[config.mk]
export PLATFORM = sky130hd
export DESIGN_NAME = segment_pruned_hit_collector_unit
export DESIGN_NICKNAME = d
export VERILOG_FILES = /design/src/design/sphc_pkg.sv /design/src/design/segment_pruned_hit_collector_unit.sv
export SDC_FILE = /design/constraint.sdc
export NUM_CORES = 2
export LEC_CHECK = 0
export BUFFER_PORTS_ARGS = -buffer_cell sky130_fd_sc_hd__buf_2
export CORE_UTILIZATION = 39
export DETAILED_ROUTE_END_ITERATION = 7
export GPL_ROUTABILITY_DRIVEN = 0
export GPL_TIMING_DRIVEN = 0
export SETUP_SLACK_MARGIN = 0.05
export SYNTH_ARGS = -nofsm -noshare
export SYNTH_HDL_FRONTEND = slang
export SYNTH_SLANG_ARGS = --single-unit
[constraint.sdc]
create_clock -name clk -period 8.5 [get_ports clk]
set_input_delay 1.7 -clock clk [delete_from_list [all_inputs] [get_ports clk]]
set_output_delay 1.7 -clock clk [all_outputs]
set_load 0.01 [all_outputs]
[src/design/sphc_pkg.sv]
package sphc_pkg;

  // Saturation value of the hit counter and reset value of the limits.
  localparam logic [31:0] U32_MAX = 32'hFFFF_FFFF;

  // Default depth of the segment start table.
  localparam int MAX_SEGMENTS_DEFAULT = 64;

  // Field widths of the stream words.
  localparam int CMD_W   = 2;
  localparam int INDEX_W = 6;
  localparam int WORD_W  = 32;
  localparam int IN_DATA_W  = 104;
  localparam int OUT_DATA_W = 64;

  // Configuration port.
  localparam int CFG_INDEX_W = 2;
  localparam int CFG_DATA_W  = 32;
  localparam int SEG_COUNT_W = 7;

  // Command codes carried in the input tuser.
  typedef enum logic [CMD_W-1:0] {
    CMD_WRITE_ENTRY = 2'd0,
    CMD_BEGIN_PASS  = 2'd1,
    CMD_DOCUMENT    = 2'd2,
    CMD_UNUSED      = 2'd3
  } cmd_t;

  // Configuration register indexes.
  typedef enum logic [CFG_INDEX_W-1:0] {
    REG_START_DOC        = 2'd0,
    REG_END_DOC          = 2'd1,
    REG_HITS_PER_SEGMENT = 2'd2,
    REG_SEGMENT_COUNT    = 2'd3
  } cfg_reg_t;

endpackage

[src/design/segment_pruned_hit_collector_unit.sv]
// Segment-pruned hit collector. Input words arrive in an input register and
// are decided from there against the pass state and the segment start table
// once the output register can take a word; the decision registers a
// collected hit in the output register, and the unit takes one word per cycle
// as long as the output side drains. The rate is set by the single decision
// stage, in which its compares and the two-port table read settle. The table
// is a RAM with one write port and two registered read ports that are
// addressed with the next segment cursor, so the current and following
// segment starts are ready when the next document arrives. Table entries are
// undefined until written; there is no clearing pass after reset.
// Configuration is taken every cycle and should only be written while the
// unit is idle.
module segment_pruned_hit_collector_unit #(
  parameter int MAX_SEGMENTS = sphc_pkg::MAX_SEGMENTS_DEFAULT
) (
  input  logic                             clk,
  input  logic                             rst,
  // Input word stream.
  input  logic                             s_tvalid,
  output logic                             s_tready,
  // tdata: segment_index[5:0], segment_start[37:6], doc_number[69:38],
  // doc_score[101:70], zero fill[103:102]
  input  logic [sphc_pkg::IN_DATA_W-1:0]   s_tdata,
  // tuser: command[1:0]
  input  logic [sphc_pkg::CMD_W-1:0]       s_tuser,
  // Hit stream.
  output logic                             m_tvalid,
  input  logic                             m_tready,
  // tdata: hit_doc[31:0], hit_score[63:32]
  output logic [sphc_pkg::OUT_DATA_W-1:0]  m_tdata,
  // Configuration write channel.
  input  logic                             cfg_valid,
  output logic                             cfg_ready,
  input  logic [sphc_pkg::CFG_INDEX_W-1:0] cfg_index,
  input  logic [sphc_pkg::CFG_DATA_W-1:0]  cfg_data
);

  localparam int CW = $clog2(MAX_SEGMENTS + 1);
  localparam int AW = (MAX_SEGMENTS > 1) ? $clog2(MAX_SEGMENTS) : 1;
  localparam logic [CW-1:0] MAX_CNT = CW'(MAX_SEGMENTS);

  typedef enum logic [1:0] {
    PH_SEEK    = 2'd0,
    PH_COLLECT = 2'd1,
    PH_DONE    = 2'd2
  } phase_t;

  // Configuration registers.
  logic [31:0]                       start_doc;
  logic [31:0]                       end_doc;
  logic [31:0]                       hits_per_segment;
  logic [sphc_pkg::SEG_COUNT_W-1:0]  segment_count;

  // Input register.
  logic                              in_valid;
  sphc_pkg::cmd_t                    in_cmd;
  logic [sphc_pkg::INDEX_W-1:0]      in_index;
  logic [31:0]                       in_seg_start;
  logic [31:0]                       in_doc;
  logic [31:0]                       in_score;

  // Pass state.
  phase_t                            phase, phase_next;
  logic [31:0]                       seek_target, seek_target_next;
  logic                              seek_for_segment, seek_for_segment_next;
  logic [CW-1:0]                     cursor, cursor_next;
  logic [31:0]                       seg_limit, seg_limit_next;
  logic [31:0]                       hits, hits_next;
  logic                              pruning_off, pruning_off_next;

  // Segment table and its registered read data.
  logic [31:0]                       seg_table [MAX_SEGMENTS];
  logic [31:0]                       rd_cur;
  logic [31:0]                       rd_next;
  logic [AW-1:0]                     raddr_cur;
  logic [AW-1:0]                     raddr_next;
  logic                              tbl_we;
  logic [AW-1:0]                     tbl_waddr;

  // Decision signals.
  logic                              fire;
  logic                              emit;
  logic [CW-1:0]                     live_n;
  logic [31:0]                       thresh;
  logic                              over;
  logic [CW:0]                       cursor_inc;
  logic [31:0]                       new_limit;
  logic [31:0]                       hits_sat_inc;

  // Handshakes: the decision stage runs when the output register can take a word.
  assign fire      = in_valid && (!m_tvalid || m_tready);
  assign s_tready  = !in_valid || fire;
  assign cfg_ready = 1'b1;

  // Configuration writes.
  always_ff @(posedge clk) begin
    if (rst) begin
      start_doc        <= '0;
      end_doc          <= sphc_pkg::U32_MAX;
      hits_per_segment <= sphc_pkg::U32_MAX;
      segment_count    <= '0;
    end else if (cfg_valid && cfg_ready) begin
      unique case (sphc_pkg::cfg_reg_t'(cfg_index))
        sphc_pkg::REG_START_DOC:        start_doc        <= cfg_data;
        sphc_pkg::REG_END_DOC:          end_doc          <= cfg_data;
        sphc_pkg::REG_HITS_PER_SEGMENT: hits_per_segment <= cfg_data;
        sphc_pkg::REG_SEGMENT_COUNT:
          segment_count <= cfg_data[sphc_pkg::SEG_COUNT_W-1:0];
        default: ;
      endcase
    end
  end

  // Live segment count, clipped to the table depth.
  always_comb begin
    if (32'(segment_count) > 32'(MAX_SEGMENTS)) begin
      live_n = MAX_CNT;
    end else begin
      live_n = CW'(segment_count);
    end
  end

  assign thresh       = pruning_off ? sphc_pkg::U32_MAX : hits_per_segment;
  assign over         = (hits >= thresh) || (in_doc >= seg_limit);
  assign cursor_inc   = {1'b0, cursor} + (CW+1)'(1);
  assign new_limit    = (cursor_inc < {1'b0, live_n}) ? rd_next : end_doc;
  assign hits_sat_inc = (hits == sphc_pkg::U32_MAX) ? hits : hits + 32'd1;
  assign tbl_waddr    = AW'(in_index);

  // Next-state logic for one input word.
  always_comb begin
    phase_next            = phase;
    seek_target_next      = seek_target;
    seek_for_segment_next = seek_for_segment;
    cursor_next           = cursor;
    seg_limit_next        = seg_limit;
    hits_next             = hits;
    pruning_off_next      = pruning_off;
    emit                  = 1'b0;
    tbl_we                = 1'b0;
    if (fire) begin
      unique case (in_cmd)
        sphc_pkg::CMD_WRITE_ENTRY: begin
          tbl_we = 32'(in_index) < 32'(MAX_SEGMENTS);
        end
        sphc_pkg::CMD_BEGIN_PASS: begin
          phase_next            = PH_SEEK;
          seek_target_next      = start_doc;
          seek_for_segment_next = 1'b0;
          cursor_next           = '0;
          seg_limit_next        = '0;
          hits_next             = '0;
          pruning_off_next      = 1'b0;
        end
        sphc_pkg::CMD_DOCUMENT: begin
          if (phase == PH_SEEK && in_doc >= seek_target && seek_for_segment) begin
            // Landed on a segment start: collected without the end check.
            seek_for_segment_next = 1'b0;
            phase_next            = PH_COLLECT;
            hits_next             = 32'd1;
            emit                  = 1'b1;
          end else if ((phase == PH_SEEK && in_doc >= seek_target) ||
                       phase == PH_COLLECT) begin
            if (!over) begin
              phase_next = PH_COLLECT;
              hits_next  = hits_sat_inc;
              emit       = 1'b1;
            end else if (in_doc >= end_doc) begin
              phase_next = PH_DONE;
            end else if (live_n == '0) begin
              // No table loaded: only end_doc limits the pass.
              pruning_off_next = 1'b1;
              seg_limit_next   = end_doc;
              phase_next       = PH_COLLECT;
              hits_next        = 32'd1;
              emit             = 1'b1;
            end else if (cursor >= live_n) begin
              phase_next = PH_DONE;
            end else begin
              // Move on to the next segment.
              cursor_next    = cursor_inc[CW-1:0];
              seg_limit_next = new_limit;
              if (in_doc < rd_cur) begin
                seek_target_next      = rd_cur;
                seek_for_segment_next = 1'b1;
                phase_next            = PH_SEEK;
                hits_next             = '0;
              end else begin
                phase_next = PH_COLLECT;
                hits_next  = 32'd1;
                emit       = 1'b1;
              end
            end
          end
        end
        default: ;
      endcase
    end
  end

  // Table read addresses follow the cursor that the next word will see.
  assign raddr_cur  = rst ? '0 : AW'(cursor_next);
  assign raddr_next = rst ? AW'(1) : AW'(cursor_next + CW'(1));

  // Segment table: one write port, two registered read ports with write bypass.
  always_ff @(posedge clk) begin
    if (tbl_we) begin
      seg_table[tbl_waddr] <= in_seg_start;
    end
    if (tbl_we && tbl_waddr == raddr_cur) begin
      rd_cur <= in_seg_start;
    end else begin
      rd_cur <= seg_table[raddr_cur];
    end
    if (tbl_we && tbl_waddr == raddr_next) begin
      rd_next <= in_seg_start;
    end else begin
      rd_next <= seg_table[raddr_next];
    end
  end

  // Input register, pass state and output register.
  always_ff @(posedge clk) begin
    if (rst) begin
      in_valid         <= 1'b0;
      m_tvalid         <= 1'b0;
      phase            <= PH_SEEK;
      seek_target      <= '0;
      seek_for_segment <= 1'b0;
      cursor           <= '0;
      seg_limit        <= '0;
      hits             <= '0;
      pruning_off      <= 1'b0;
    end else begin
      if (s_tvalid && s_tready) begin
        in_valid <= 1'b1;
      end else if (fire) begin
        in_valid <= 1'b0;
      end
      if (fire) begin
        m_tvalid <= emit;
      end else if (m_tready) begin
        m_tvalid <= 1'b0;
      end
      phase            <= phase_next;
      seek_target      <= seek_target_next;
      seek_for_segment <= seek_for_segment_next;
      cursor           <= cursor_next;
      seg_limit        <= seg_limit_next;
      hits             <= hits_next;
      pruning_off      <= pruning_off_next;
    end
    if (s_tvalid && s_tready) begin
      in_cmd       <= sphc_pkg::cmd_t'(s_tuser);
      in_index     <= s_tdata[5:0];
      in_seg_start <= s_tdata[37:6];
      in_doc       <= s_tdata[69:38];
      in_score     <= s_tdata[101:70];
    end
    if (fire && emit) begin
      m_tdata <= {in_score, in_doc};
    end
  end

  // A segment skip is only pending while seeking.
  assert property (@(posedge clk) disable iff (rst)
    seek_for_segment |-> phase == PH_SEEK)
    else $error("segment skip pending outside the seek phase");

  // Beginning a pass rewinds the segment walk.
  assert property (@(posedge clk) disable iff (rst)
    fire && in_cmd == sphc_pkg::CMD_BEGIN_PASS |=>
      phase == PH_SEEK && cursor == '0 && hits == '0 && !pruning_off)
    else $error("pass state not rewound by begin command");

  // The cursor steps by at most one segment per word, or rewinds.
  assert property (@(posedge clk) disable iff (rst)
    1'b1 |=> cursor == $past(cursor) || cursor == $past(cursor) + CW'(1) ||
             cursor == '0)
    else $error("segment cursor jumped");

  // The cursor never passes the table depth.
  assert property (@(posedge clk) disable iff (rst)
    cursor <= MAX_CNT)
    else $error("segment cursor beyond table depth");

  // The input side stalls only while a word waits behind a stalled hit.
  assert property (@(posedge clk) disable iff (rst)
    !s_tready |-> in_valid && m_tvalid && !m_tready)
    else $error("input stalled without a blocked hit");

endmodule

==> metrics.cfg <==
[place]
dpl_cell_area_mm2 = 0.123
hpwl_mm = 319
place_ws_ns = -0.0512
numPortBuffers = 208

[routing]
avgViaCountPerCell = 6.72
dr.pass1.iters = 7
wl_per_cell_um = 42.7
drt_iter0_markers = 12100
drc = 0
num_vias = 69900
drt-total-wl_mm = 444
ant_nets = 0

[yosys]
synth_fp_nets = 6081
synth.largest_area_cell = edfxtp_1
synth_flop_cell = edfxtp_1
synth-edff-count = 2216
post_synth.cell_area_avg_um2 = 19.5
synthTopCellsByArea = edfxtp_1, mux4_2, dfxtp_1
synth_warnings = 0
synth_top_area_share_pct = 59.4
ys_ff_latch = 2434
synth_cell_types = 68
synth-async-reset-ratio_pct = 0
ys_seq_area_share_pct = 63.2
netlist_area_mm2 = 0.112
synthCells = 5757

[timing]
hold-worst-slack_ns = 0.410
hold_violations = 0
tightest_slew_ns = 1.64
finalCriticalPeriod_ns = 8.58
slew_viol_final = 100
max_freq_mhz = 117
fin_crit_sh_pct = 101
setup_viol = 2
finClkSkew_ns = 0.101
rsz0062_at_grt = false
setup_ws_ns = -0.0783
slew_headroom_pct = -9.01

[floorplan]
dieHeight_um = 538
io_pins = 212
core_mm2 = 0.285
die_w_um = 538
dieArea_mm2 = 0.290
num_rows = 196
start_util_pct = 39.3

[min_path]
min_path_type = reg2reg
holdCritStartpoint = in_score[14]

[critical_path]
cp.required_ns = 9.25
worst-setup-path-type = reg2reg
cp-start-kind = flop
critPathMaxFanout = 10
critical_path.startpoint = cursor[1]
r2r-start = cursor[1]
endpoint_kind = flop
crit_arrival_ns = 9.33

[clock_network]
clockRootBuffer = clkbuf_16
worstSkewPairLatency_ns = 0.96
hold_buffers = 0
cts.clk_slew.worst_paths_ns = 0.06
cts_max_level = 4
post_cts_buffers = 0
cts_buffers = 249
cts_tree = yes
cts_max_path_buffers = 4
cts_sinks = 2434

[cells_and_area]
final_cell_area_mm2 = 0.131
seq_area_mm2 = 0.0709
nFillCells = 24000
multi_input_area_mm2 = 0.0396
drive_above_1_share_pct = 35.4
utilization_pct = 45.8
nets = 6749
layout_common_cells = edfxtp_1, mux4_2, nand2_1, buf_2, clkbuf_1
layout-area-overhead-vs-synth_pct = 16.5
final_common_cell = edfxtp_1

[job]
max-cap-violations = 11

[global_routing]
grt_pass1_vias = 66900
grt_max_degree = 54
grt_pass1_wl_mm = 583
antenna_found_initial = 21
grt-ovfl-total = 0
grt_util_all_layers_pct = 30.4

[pwr]
leakage_uw = 0.0407
total_power_uw = 24700
power_density_mw_per_mm2 = 189
irDropWorstVdd_mv = 0.178

[status]
violations = capacitance limit, slew limit, setup timing
status = finished with violations

==> area by class of cell <==
| cell class | instances | share of cell area [%] |
|---|---|---|
| multi-input combinational | 2797 | 30.3 |
| clock inverter | 135 | 0.896 |
| antenna | 15 | 0.0287 |
| tap | 3762 | 3.60 |
| clock buffer | 309 | 4.97 |
| inverter | 120 | 0.345 |
| timing repair buffer | 417 | 4.18 |
| buffer | 406 | 1.34 |
| sequential | 2434 | 54.3 |
==> where the power goes <==
group / switching (uW) / internal [uW]
Clock: 4820 / 5930
Sequential: 107 / 13100
Combinational: 467 / 249
==> flip-flops by register name (all words and copies together) (netlist names), 2 cells and up, named ones only <==
name	cells
cursor	7
end_doc	32
hits	32
hits_per_segment	32
in_cmd	2
in_doc	32
in_index	6
in_score	32
in_seg_start	32
m_tdata	64
phase	2
seek_target	32
seg_limit	32
seg_table	2048
segment_count	7
start_doc	32
==> synthesized netlist by cell type, types with 3 or more instances <==
| cell | count |
|---|---|
| a2111oi_0 | 10 |
| a211oi_1 | 17 |
| a21o_1 | 23 |
| a21oi_1 | 128 |
| a221oi_1 | 6 |
| a31oi_1 | 32 |
| and2_1 | 9 |
| and3_1 | 12 |
| and4_1 | 8 |
| buf_1 | 129 |
| buf_2 | 22 |
| buf_6 | 6 |
| clkbuf_1 | 248 |
| dfxtp_1 | 218 |
| edfxtp_1 | 2216 |
| ha_1 | 179 |
| inv_1 | 120 |
| mux2_2 | 61 |
| mux2i_1 | 59 |
| mux4_2 | 1305 |
| nand2_1 | 299 |
| nand2b_1 | 6 |
| nand3_1 | 104 |
| nand3b_1 | 5 |
| nand4_1 | 28 |
| nor2_1 | 228 |
| nor2b_1 | 12 |
| nor3_1 | 32 |
| nor4_1 | 15 |
| nor4b_1 | 3 |
| o211ai_1 | 37 |
| o21a_1 | 13 |
| o21ai_0 | 56 |
| o21ai_1 | 4 |
| o221a_1 | 27 |
| o22ai_1 | 4 |
| or2_2 | 3 |
| xnor2_1 | 33 |
| xor2_1 | 3 |
==> critical path, cell delays in order, from the launching register on <==
cell and delay [ns]:
dfxtp_1 0.65, buf_1 0.64, clkbuf_1 1.03, clkbuf_1 1.09, mux4_2 0.44, mux4_2 0.57
mux2i_1 0.37, nand2_1 0.09, o21ai_0 0.35, ha_1 0.38, a21o_1 0.18, a21o_1 0.17
a2111oi_0 0.38, o21ai_0 0.20, o221ai_1 0.32, o211ai_2 0.17, nor2b_1 0.17, buf_6 0.16
clkbuf_1 0.42, o22ai_1 0.13, a2111oi_0 0.46
==> cell families after synthesis <==
kind of cell / count (synthesis) / synth area share [%]
xor gates and xnor gates: 36 / 0.281
muxes: 1427 / 27.4
buffers and inverters: 526 / 1.83
AOI/OAI and AO/OA: 382 / 2.25
and+or+nand+nor: 772 / 3.02
adders and majority gates: 179 / 2.00
DFF: 2434 / 63.2
other: 1 / 0.00334
==> final timing paths <==
kind | cells past startpoint | to | slack, ns
hold reg to reg | 0 | m_tdata[46] | 0.41
hold / removal | 0 | m_tdata[46] | 0.41
setup / recovery | 20 | seek_target[3] | -0.08
setup reg to reg | 20 | seek_target[3] | -0.08
==> stage by stage <==
stage	setup TNS (ns)	std cells
global placement	-211.22	9727
finish	-0.0812	10400
floorplan	0	5757
CTS	0	10400
detailed placement	-0.100	9929
global route	0	10400
==> timing repair <==
item,in CTS,in global routing
gates resized for setup,4,10
endpoints found under the hold margin,0,0
endpoints found under the setup margin,50,78
==> metal layers <==
metal | wire length, um | vias up | global-route usage (%)
met2 | 190000 | 5761 | 43.8
met4 | 34600 | 14 | 19.7
met1 | 153000 | 37100 | 37.6
met5 | 112 | - | 0.181
met3 | 66100 | 1174 | 12.5
li1 | - | 25800 | -
(Power assumes the default switching activity.)
